**src/design/gis_pkg.sv**
```systemverilog
// Shared types and codes for the greedy independent set stream block.
`default_nettype none

package gis_pkg;

    // Width of the vertex ports, fixed by the interface
    localparam int VERTEX_PORT_BITS = 32;

    typedef enum logic [1:0] {
        STATUS_JOIN     = 2'd0,
        STATUS_OVERFLOW = 2'd1,
        STATUS_ERROR    = 2'd2
    } status_t;

    typedef enum logic [1:0] {
        CELL_HOLD,
        CELL_PUSH,
        CELL_POP
    } cell_op_t;

    typedef struct packed {
        cell_op_t op;
        logic     flag;
    } cell_cmd_t;

    typedef enum logic [2:0] {
        ST_IDLE,
        ST_POP,
        ST_DRAIN,
        ST_SRC,
        ST_PUSH,
        ST_FINAL
    } state_t;

endpackage

`default_nettype wire

```
**src/design/gis_cell.sv**
```systemverilog
// One slot of the sorted message queue: insert by compare, shift on pop.
`default_nettype none

module gis_cell #(
    parameter int VERTEX_BITS = 32
) (
    input  wire                     clk,
    input  wire                     rst_n,
    input  wire gis_pkg::cell_cmd_t cmd,
    input  wire  [VERTEX_BITS-1:0]  key_dest,
    input  wire                     left_valid,
    input  wire  [VERTEX_BITS-1:0]  left_dest,
    input  wire                     left_flag,
    input  wire                     left_gt,
    input  wire                     right_valid,
    input  wire  [VERTEX_BITS-1:0]  right_dest,
    input  wire                     right_flag,
    output logic                    valid,
    output logic [VERTEX_BITS-1:0]  dest,
    output logic                    flag,
    output logic                    gt
);

    logic                   valid_reg, valid_next;
    logic [VERTEX_BITS-1:0] dest_reg, dest_next;
    logic                   flag_reg, flag_next;

    // An empty slot sorts above every key
    assign gt = !valid_reg || (dest_reg > key_dest);

    always_comb
    begin
        valid_next = valid_reg;
        dest_next  = dest_reg;
        flag_next  = flag_reg;
        case (cmd.op)
            gis_pkg::CELL_PUSH:
            begin
                if (gt)
                begin
                    if (left_gt)
                    begin
                        valid_next = left_valid;
                        dest_next  = left_dest;
                        flag_next  = left_flag;
                    end
                    else
                    begin
                        valid_next = 1'b1;
                        dest_next  = key_dest;
                        flag_next  = cmd.flag;
                    end
                end
            end
            gis_pkg::CELL_POP:
            begin
                valid_next = right_valid;
                dest_next  = right_dest;
                flag_next  = right_flag;
            end
            default:
            begin
                valid_next = valid_reg;
            end
        endcase
    end

    always_ff @(posedge clk or negedge rst_n)
    begin
        if (!rst_n)
        begin
            valid_reg <= 1'b0;
        end
        else
        begin
            valid_reg <= valid_next;
        end
    end

    always_ff @(posedge clk)
    begin
        dest_reg <= dest_next;
        flag_reg <= flag_next;
    end

    assign valid = valid_reg;
    assign dest  = dest_reg;
    assign flag  = flag_reg;

endmodule

`default_nettype wire

```
**src/design/gis_ctrl.sv**
```systemverilog
// Sequencer: edge checks, pop and push control, result hold and output registers.
`default_nettype none

module gis_ctrl #(
    parameter int VERTEX_BITS = 32
) (
    input  wire                     clk,
    input  wire                     rst_n,
    input  wire                     item_valid,
    output logic                    item_ready,
    input  wire                     opcode,
    input  wire  [31:0]             endpoint_a,
    input  wire  [31:0]             endpoint_b,
    output logic                    result_valid,
    input  wire                     result_ready,
    output logic [1:0]              status,
    output logic [31:0]             vertex,
    output logic                    last,
    input  wire                     head_valid,
    input  wire  [VERTEX_BITS-1:0]  head_dest,
    input  wire                     head_flag,
    input  wire                     full,
    output gis_pkg::cell_cmd_t      cmd,
    output logic [VERTEX_BITS-1:0]  key_dest
);

    gis_pkg::state_t        state_reg, state_next;
    logic [VERTEX_BITS-1:0] lo_reg, lo_next;
    logic [VERTEX_BITS-1:0] hi_reg, hi_next;
    logic                   grp_active_reg, grp_active_next;
    logic [VERTEX_BITS-1:0] grp_dest_reg, grp_dest_next;
    logic                   grp_any_reg, grp_any_next;
    logic [VERTEX_BITS-1:0] cur_src_reg, cur_src_next;
    logic                   group_active_reg, group_active_next;
    logic                   src_in_set_reg, src_in_set_next;
    logic                   hold_valid_reg, hold_valid_next;
    gis_pkg::status_t       hold_status_reg, hold_status_next;
    logic [VERTEX_BITS-1:0] hold_vertex_reg, hold_vertex_next;
    logic                   out_valid_reg, out_valid_next;
    gis_pkg::status_t       out_status_reg, out_status_next;
    logic [VERTEX_BITS-1:0] out_vertex_reg, out_vertex_next;
    logic                   out_last_reg, out_last_next;

    logic                   emit_req;
    gis_pkg::status_t       emit_status;
    logic [VERTEX_BITS-1:0] emit_vertex;
    logic                   flush_req;
    logic                   out_free;
    logic                   emit_ok;
    logic [VERTEX_BITS-1:0] a_m, b_m, a_lo, a_hi;
    logic                   edge_err, new_src, drain, joined;

    assign out_free = !out_valid_reg || result_ready;
    assign emit_ok  = !hold_valid_reg || out_free;

    assign a_m      = endpoint_a[VERTEX_BITS-1:0];
    assign b_m      = endpoint_b[VERTEX_BITS-1:0];
    assign a_lo     = (a_m < b_m) ? a_m : b_m;
    assign a_hi     = (a_m < b_m) ? b_m : a_m;
    assign edge_err = (a_lo == a_hi) || (group_active_reg && (a_lo < cur_src_reg));
    assign new_src  = !group_active_reg || (a_lo != cur_src_reg);
    assign drain    = (state_reg == gis_pkg::ST_DRAIN);
    assign joined   = !grp_any_reg;

    // Sequencer
    always_comb
    begin
        state_next        = state_reg;
        lo_next           = lo_reg;
        hi_next           = hi_reg;
        grp_active_next   = grp_active_reg;
        grp_dest_next     = grp_dest_reg;
        grp_any_next      = grp_any_reg;
        cur_src_next      = cur_src_reg;
        group_active_next = group_active_reg;
        src_in_set_next   = src_in_set_reg;
        item_ready        = 1'b0;
        cmd.op            = gis_pkg::CELL_HOLD;
        cmd.flag          = src_in_set_reg;
        key_dest          = hi_reg;
        emit_req          = 1'b0;
        emit_status       = gis_pkg::STATUS_JOIN;
        emit_vertex       = grp_dest_reg;
        flush_req         = 1'b0;
        case (state_reg)
            gis_pkg::ST_IDLE:
            begin
                item_ready = 1'b1;
                if (item_valid)
                begin
                    lo_next         = a_lo;
                    hi_next         = a_hi;
                    grp_active_next = 1'b0;
                    if (opcode)
                    begin
                        state_next = gis_pkg::ST_DRAIN;
                    end
                    else if (edge_err)
                    begin
                        emit_req    = 1'b1;
                        emit_status = gis_pkg::STATUS_ERROR;
                        emit_vertex = a_lo;
                        state_next  = gis_pkg::ST_FINAL;
                    end
                    else if (new_src)
                    begin
                        state_next = gis_pkg::ST_POP;
                    end
                    else
                    begin
                        state_next = gis_pkg::ST_PUSH;
                    end
                end
            end
            gis_pkg::ST_POP, gis_pkg::ST_DRAIN:
            begin
                if (grp_active_reg)
                begin
                    if (head_valid && (head_dest == grp_dest_reg))
                    begin
                        cmd.op       = gis_pkg::CELL_POP;
                        grp_any_next = grp_any_reg | head_flag;
                    end
                    else
                    begin
                        // Destination done: it joins unless a flagged message reached it
                        emit_req = joined;
                        if (!joined || emit_ok)
                        begin
                            grp_active_next = 1'b0;
                        end
                    end
                end
                else if (head_valid && (drain || (head_dest < lo_reg)))
                begin
                    cmd.op          = gis_pkg::CELL_POP;
                    grp_active_next = 1'b1;
                    grp_dest_next   = head_dest;
                    grp_any_next    = head_flag;
                end
                else if (drain)
                begin
                    cur_src_next      = '0;
                    group_active_next = 1'b0;
                    src_in_set_next   = 1'b0;
                    state_next        = gis_pkg::ST_FINAL;
                end
                else
                begin
                    grp_any_next = 1'b0;
                    state_next   = gis_pkg::ST_SRC;
                end
            end
            gis_pkg::ST_SRC:
            begin
                if (head_valid && (head_dest == lo_reg))
                begin
                    cmd.op       = gis_pkg::CELL_POP;
                    grp_any_next = grp_any_reg | head_flag;
                end
                else
                begin
                    emit_req    = joined;
                    emit_vertex = lo_reg;
                    if (!joined || emit_ok)
                    begin
                        src_in_set_next   = joined;
                        cur_src_next      = lo_reg;
                        group_active_next = 1'b1;
                        state_next        = gis_pkg::ST_PUSH;
                    end
                end
            end
            gis_pkg::ST_PUSH:
            begin
                if (!full)
                begin
                    cmd.op     = gis_pkg::CELL_PUSH;
                    state_next = hold_valid_reg ? gis_pkg::ST_FINAL : gis_pkg::ST_IDLE;
                end
                else
                begin
                    emit_req    = 1'b1;
                    emit_status = gis_pkg::STATUS_OVERFLOW;
                    emit_vertex = hi_reg;
                    if (emit_ok)
                    begin
                        state_next = gis_pkg::ST_FINAL;
                    end
                end
            end
            gis_pkg::ST_FINAL:
            begin
                if (hold_valid_reg)
                begin
                    flush_req = 1'b1;
                    if (out_free)
                    begin
                        state_next = gis_pkg::ST_IDLE;
                    end
                end
                else
                begin
                    state_next = gis_pkg::ST_IDLE;
                end
            end
            default:
            begin
                state_next = gis_pkg::ST_IDLE;
            end
        endcase
    end

    // Hold one result back so the final one of a request can carry last
    always_comb
    begin
        hold_valid_next  = hold_valid_reg;
        hold_status_next = hold_status_reg;
        hold_vertex_next = hold_vertex_reg;
        out_valid_next   = out_valid_reg && !result_ready;
        out_status_next  = out_status_reg;
        out_vertex_next  = out_vertex_reg;
        out_last_next    = out_last_reg;
        if (emit_req && emit_ok)
        begin
            if (hold_valid_reg)
            begin
                out_valid_next  = 1'b1;
                out_status_next = hold_status_reg;
                out_vertex_next = hold_vertex_reg;
                out_last_next   = 1'b0;
            end
            hold_valid_next  = 1'b1;
            hold_status_next = emit_status;
            hold_vertex_next = emit_vertex;
        end
        else if (flush_req && out_free)
        begin
            out_valid_next  = 1'b1;
            out_status_next = hold_status_reg;
            out_vertex_next = hold_vertex_reg;
            out_last_next   = 1'b1;
            hold_valid_next = 1'b0;
        end
    end

    always_ff @(posedge clk or negedge rst_n)
    begin
        if (!rst_n)
        begin
            state_reg        <= gis_pkg::ST_IDLE;
            grp_active_reg   <= 1'b0;
            cur_src_reg      <= '0;
            group_active_reg <= 1'b0;
            src_in_set_reg   <= 1'b0;
            hold_valid_reg   <= 1'b0;
            out_valid_reg    <= 1'b0;
        end
        else
        begin
            state_reg        <= state_next;
            grp_active_reg   <= grp_active_next;
            cur_src_reg      <= cur_src_next;
            group_active_reg <= group_active_next;
            src_in_set_reg   <= src_in_set_next;
            hold_valid_reg   <= hold_valid_next;
            out_valid_reg    <= out_valid_next;
        end
    end

    always_ff @(posedge clk)
    begin
        lo_reg          <= lo_next;
        hi_reg          <= hi_next;
        grp_dest_reg    <= grp_dest_next;
        grp_any_reg     <= grp_any_next;
        hold_status_reg <= hold_status_next;
        hold_vertex_reg <= hold_vertex_next;
        out_status_reg  <= out_status_next;
        out_vertex_reg  <= out_vertex_next;
        out_last_reg    <= out_last_next;
    end

    assign result_valid = out_valid_reg;
    assign status       = out_status_reg;
    assign vertex       = 32'(out_vertex_reg);
    assign last         = out_last_reg;

`ifndef SYNTH
    a_idle_hold_empty: assert property (@(posedge clk) disable iff (!rst_n)
        item_ready |-> !hold_valid_reg)
        else $error("request accepted while a result is still held");

    a_pop_nonempty: assert property (@(posedge clk) disable iff (!rst_n)
        (cmd.op == gis_pkg::CELL_POP) |-> head_valid)
        else $error("pop from an empty queue");

    a_push_not_full: assert property (@(posedge clk) disable iff (!rst_n)
        (cmd.op == gis_pkg::CELL_PUSH) |-> !full)
        else $error("push into a full queue");

    a_error_is_last: assert property (@(posedge clk) disable iff (!rst_n)
        (out_valid_reg && (out_status_reg == gis_pkg::STATUS_ERROR)) |-> out_last_reg)
        else $error("rejected edge result not marked last");

    a_drain_clears: assert property (@(posedge clk) disable iff (!rst_n)
        ((state_reg == gis_pkg::ST_DRAIN) && (state_next == gis_pkg::ST_FINAL))
            |=> !head_valid && !group_active_reg)
        else $error("queue not empty after drain");
`endif

endmodule

`default_nettype wire

```
**src/design/greedy_independent_set_stream_top.sv**
```systemverilog
// Top level: sequencer plus a chain of sorted message queue cells.
//
//   channel | handshake                   | payload
//   --------+-----------------------------+------------------------------
//   item    | item_valid / item_ready     | opcode, endpoint_a, endpoint_b
//   result  | result_valid / result_ready | status, vertex, last
//
// An edge of the current source is pushed; a rejected edge or an overflow ends the request.
// A new source first pops the messages to each destination below it, one destination at a time,
// then pops the messages to itself, and hands over its last result when it gives any.
// A finish pops every queued message, one destination at a time, then hands over the last result.
// Reset clears the control state and the cell valid bits at once; no clearing pass.
// The sequencer waits while a result is held and the output register is not taken.
`default_nettype none

module greedy_independent_set_stream_top #(
    parameter int QUEUE_DEPTH = 32,
    parameter int VERTEX_BITS = 32
) (
    input  wire         clk,
    input  wire         rst_n,
    input  wire         item_valid,
    output logic        item_ready,
    input  wire         opcode,
    input  wire  [31:0] endpoint_a,
    input  wire  [31:0] endpoint_b,
    output logic        result_valid,
    input  wire         result_ready,
    output logic [1:0]  status,
    output logic [31:0] vertex,
    output logic        last
);

    gis_pkg::cell_cmd_t     cmd;
    logic [VERTEX_BITS-1:0] key_dest;

    // Queue contents, kept sorted ascending; cell 0 holds the smallest destination
    logic                   c_valid [QUEUE_DEPTH];
    logic [VERTEX_BITS-1:0] c_dest  [QUEUE_DEPTH];
    logic                   c_flag  [QUEUE_DEPTH];
    logic                   c_gt    [QUEUE_DEPTH];

    gis_ctrl #(
        .VERTEX_BITS (VERTEX_BITS)
    ) u_ctrl (
        .clk          (clk),
        .rst_n        (rst_n),
        .item_valid   (item_valid),
        .item_ready   (item_ready),
        .opcode       (opcode),
        .endpoint_a   (endpoint_a),
        .endpoint_b   (endpoint_b),
        .result_valid (result_valid),
        .result_ready (result_ready),
        .status       (status),
        .vertex       (vertex),
        .last         (last),
        .head_valid   (c_valid[0]),
        .head_dest    (c_dest[0]),
        .head_flag    (c_flag[0]),
        .full         (c_valid[QUEUE_DEPTH-1]),
        .cmd          (cmd),
        .key_dest     (key_dest)
    );

    genvar i;
    generate
        for (i = 0; i < QUEUE_DEPTH; i++)
        begin : g_cell
            logic                   l_valid, l_flag, l_gt;
            logic [VERTEX_BITS-1:0] l_dest;
            logic                   r_valid, r_flag;
            logic [VERTEX_BITS-1:0] r_dest;

            // Left neighbor feeds inserts; the head cell takes the new key instead
            if (i == 0)
            begin : g_head
                assign l_valid = 1'b0;
                assign l_dest  = '0;
                assign l_flag  = 1'b0;
                assign l_gt    = 1'b0;
            end
            else
            begin : g_left
                assign l_valid = c_valid[i-1];
                assign l_dest  = c_dest[i-1];
                assign l_flag  = c_flag[i-1];
                assign l_gt    = c_gt[i-1];
            end

            // Right neighbor feeds pops; the tail cell goes empty
            if (i == QUEUE_DEPTH - 1)
            begin : g_tail
                assign r_valid = 1'b0;
                assign r_dest  = '0;
                assign r_flag  = 1'b0;
            end
            else
            begin : g_right
                assign r_valid = c_valid[i+1];
                assign r_dest  = c_dest[i+1];
                assign r_flag  = c_flag[i+1];
            end

            gis_cell #(
                .VERTEX_BITS (VERTEX_BITS)
            ) u_cell (
                .clk         (clk),
                .rst_n       (rst_n),
                .cmd         (cmd),
                .key_dest    (key_dest),
                .left_valid  (l_valid),
                .left_dest   (l_dest),
                .left_flag   (l_flag),
                .left_gt     (l_gt),
                .right_valid (r_valid),
                .right_dest  (r_dest),
                .right_flag  (r_flag),
                .valid       (c_valid[i]),
                .dest        (c_dest[i]),
                .flag        (c_flag[i]),
                .gt          (c_gt[i])
            );
        end
    endgenerate

endmodule

`default_nettype wire
```
**config.mk**
```make
export PLATFORM = sky130hd
export DESIGN_NAME = greedy_independent_set_stream_top
export DESIGN_NICKNAME = d
export VERILOG_FILES = /design/src/design/gis_pkg.sv /design/src/design/gis_cell.sv /design/src/design/gis_ctrl.sv /design/src/design/greedy_independent_set_stream_top.sv
export SDC_FILE = /design/constraint.sdc
export NUM_CORES = 2
export LEC_CHECK = 0
export BUFFER_PORTS_ARGS = -buffer_cell sky130_fd_sc_hd__buf_4
export CAP_MARGIN = 20
export CORE_MARGIN = 10
export CORE_UTILIZATION = 31
export DETAILED_ROUTE_END_ITERATION = 12
export GPL_ROUTABILITY_DRIVEN = 0
export MAX_ROUTING_LAYER = met4
export PLACE_DENSITY = 0.52
export SETUP_SLACK_MARGIN = 0.15
export SLEW_MARGIN = 20
export SYNTH_ARGS = -nofsm -noshare
export SYNTH_HDL_FRONTEND = slang
export SYNTH_SLANG_ARGS = --single-unit
```
**constraint.sdc**
```tcl
create_clock -name clk -period 5.7 [get_ports clk]
set_input_delay 1.425 -clock clk [delete_from_list [all_inputs] [get_ports clk]]
set_output_delay 1.425 -clock clk [all_outputs]
set_load 0.05 [all_outputs]
```
==> results_dict.tcl <==
set metrics [dict create \
    outcome "complete, no violations" \
    drv_slew 0 \
    fill_cells 28364 \
    synth_nets 9857 \
    grt_pass1_wl_mm 485.5 \
    cts_setup_buffers 0 \
    hold_buffers 0 \
    cpLargestDelayFamily "compound AO/OA/AOI/OAI gates" \
    critPathMaxStageDelay_ps 350 \
    grtUsageTotal_pct 21.04 \
    drtIter0Drc 6765 \
    die_height_um 552.1 \
    via_per_inst 5.747 \
    root_buffer "clkbuf_16" \
    fin_setup_tns_ps 0 \
    port_buffers 105 \
    cts_sinks 1294 \
    worst-path-max-fanout 26 \
    crit_type "input pin to flip-flop" \
    min_path_type "flip-flop to flip-flop" \
    grt_max_degree 162 \
    rows 195 \
    worstPathCellList "buf_4 > ha_1 > nand4_1 > or2_1 > a211o_1 > o211ai_1 > a21oi_4 > buf_12 > mux2_4 > ha_4 > nand4_1 > inv_1 > a221oi_2 > o211ai_1 > a22oi_2 > nand4b_1 > inv_2 > a211o_1 > nand2_2 > a21boi_4 > buf_12" \
    via_count 72827 \
    finalCriticalPeriod_ps 5260 \
    drive_gt1_share_pct 10.06 \
    largest_reg_flops 1024 \
    tritoncts "yes" \
    slowest_stage "a211o_1" \
    ys_ff_latch 1294 \
    power_w 0.07381 \
    dr.pass1.iters 6 \
    ff_latch_area_um2 38500 \
    async_flop_share_pct 5.564 \
    p_leak_nw 38.82 \
    areaGrowthSynthToFinish_pct 14.10 \
    period_share_pct 92.28 \
    clock.fmax_ghz 0.1901 \
    final_cells 12672 \
    post_cts_resized 0 \
    max-vdd-ir-drop_mv 0.4965 \
    relSlewSlack_pct 27.75 \
    powerDensity_nw_per_um2 736.9 \
    ys_types 74 \
    grt_overflow 0 \
    io-pin-count 106 \
    finalSetupViolations 0 \
    syn_area_per_cell_um2 10.09 \
    worstPathArrival_ps 5830 \
    wl_per_cell_um 25.93 \
    routed_wl_mm 328.5 \
    antenna_left 0 \
    yosys_warnings 0 \
    synth_edf_count 1222 \
    hold_viol_final 0 \
    drc 0 \
    worst_pin_slew_ps 1081 \
    die_width_um 552.1 \
    dieArea_um2 304900 \
    cp_data_required_time_ps 6270 \
    dpl.cell_count 12387 \
    synth_flop_cell "edfxtp_1" \
    core_um2 282000 \
    start_util_pct 31.12 \
    yosysSeqAreaShare_pct 43.85 \
    worst-path-buf-inv 5 \
    cts_buffers 163 \
    cap_violations 0 \
    setup.worst_path.start_class "input pin" \
    endpoint_kind "flip-flop" \
    synth_area_um2 87780 \
    hpwl_mm 248.2 \
    clock_latency_ps 900 \
    rsz0062_at_grt "true" \
    clkSlewWorstSetupHoldPaths_ps 60 \
    fin_util_pct 35.51 \
    postSynthCellCount 8700 \
    antenna_found_initial 11 \
    final_nets 9970 \
    multiInputGateArea_um2 46590 \
    final_cell_mix "nand2_1, edfxtp_1, ha_1, o21ai_1, mux2i_1" \
    htreeDepth 4 \
    final_common_cell "nand2_1" \
    finalWorstSetupSlack_ps 440.1 \
    grt_pass1_vias 73505 \
    clockBufferDepth 4 \
    fin_skew_ps 63.41 \
    place_ws_ps -425.8 \
]
-- through the flow --
step                hold slack [ps]  cell area, um2
finish                        419.4          100200
global route                  431.2          100200
CTS                           419.7          100100
detailed placement            404.5           95130
global placement              418.2           95080
floorplan                     400.3           88070
-- layout make-up --
cell class,instances,area share [%]
diodes,3,0.007495
clock buffers,195,4.327
clock inverters,83,0.6396
inverters,210,0.8057
multi-input cells,6628,46.52
flip-flops and latches,1294,38.43
well taps,3743,4.676
repair buffers,516,4.593
-- cells by family after synthesis --
logic type      after synthesis  share of synthesized area, %
fa+ha+maj                  1088                         15.51
simple gates               2664                         13.76
compound gates             2256                         15.90
xor+xnor                     30                        0.2993
mux                         590                         6.817
flops                      1294                         43.85
buf+inv                     778                         3.868
-- report_power, final --
part	switching [W]	internal (W)
combinational	0.0245	0.0144
sequential	0.00517	0.0196
clock	0.00437	0.00576
total	0.0341	0.0397
-- worst register-to-register path: stages (launching register included) --
cell and delay (ps):
edfxtp_1 570, ha_1 390, nand4_1 250, or4_1 660, nand2b_1 200, o221ai_1 260, nor3_1 170, a211oi_4 310
buf_12 430, buf_12 460, buf_12 470, nand2_1 120, buf_4 320
-- Yosys cell counts (16+ instances only) --
| cell type | number | area (um2) |
|---|---|---|
| o21a_1 | 41 | 307.8 |
| and3_1 | 63 | 394.1 |
| buf_4 | 36 | 270.3 |
| ha_1 | 1088 | 13610 |
| dfrtp_1 | 72 | 1802 |
| a221oi_1 | 19 | 166.4 |
| and4_1 | 23 | 201.4 |
| a21oi_1 | 375 | 1877 |
| mux2i_1 | 527 | 5275 |
| nor2_1 | 292 | 1096 |
| clkbuf_1 | 346 | 1299 |
| o211ai_1 | 369 | 2770 |
| mux2_2 | 63 | 709.4 |
| xnor2_1 | 27 | 236.5 |
| a2111oi_0 | 16 | 140.1 |
| buf_2 | 158 | 790.8 |
| nand4_1 | 194 | 1214 |
| nor3_1 | 69 | 345.3 |
| nand3_1 | 486 | 2432 |
| inv_1 | 210 | 788.3 |
| a221o_1 | 37 | 370.4 |
| nand2b_1 | 25 | 156.4 |
| nand3b_1 | 35 | 262.8 |
| a31oi_1 | 52 | 325.3 |
| o21ai_0 | 358 | 1792 |
| buf_6 | 19 | 214.0 |
| edfxtp_1 | 1222 | 36700 |
| a21o_1 | 200 | 1501 |
| o221ai_1 | 24 | 210.2 |
| nand2_1 | 1319 | 4951 |
| nor4_1 | 36 | 225.2 |
| a211oi_1 | 43 | 322.8 |
| o21ai_1 | 558 | 2793 |
| o22a_1 | 36 | 315.3 |
| nor2b_1 | 71 | 444.2 |
-- routing by layer --
| layer | vias up | part of all wire [%] | routed length, um | global-route usage [%] |
|---|---|---|---|---|
| li1 | 33152 | - | - | - |
| met4 | 0 | 3.6 | 11780 | 7.103 |
| met1 | 36503 | 43 | 140800 | 26.94 |
| met5 | - | 0 | 0 | - |
| met3 | 572 | 5.9 | 19360 | 2.253 |
| met2 | 2600 | 48 | 156600 | 34.72 |
-- final timing paths --
kind	startpoint	endpoint	slack (ps)	depth (start not counted)
worst max-delay path	endpoint_a[12]	u_ctrl.status[0]	440	21
worst min-delay path	u_ctrl.hold_vertex_reg[12]	u_ctrl.vertex[12]	420	0
worst max register to register	g_cell[0].u_cell.dest[31]	g_cell[25].u_cell.dest[24]	740	12
worst min register to register	u_ctrl.hold_vertex_reg[12]	u_ctrl.vertex[12]	420	0
max in group asynchronous	rst_n	u_ctrl.cur_src_reg[26]	3940	2
min in group asynchronous	rst_n	g_cell[1].u_cell.valid	600	1
Note: power is estimated with default switching activity, not from simulation.
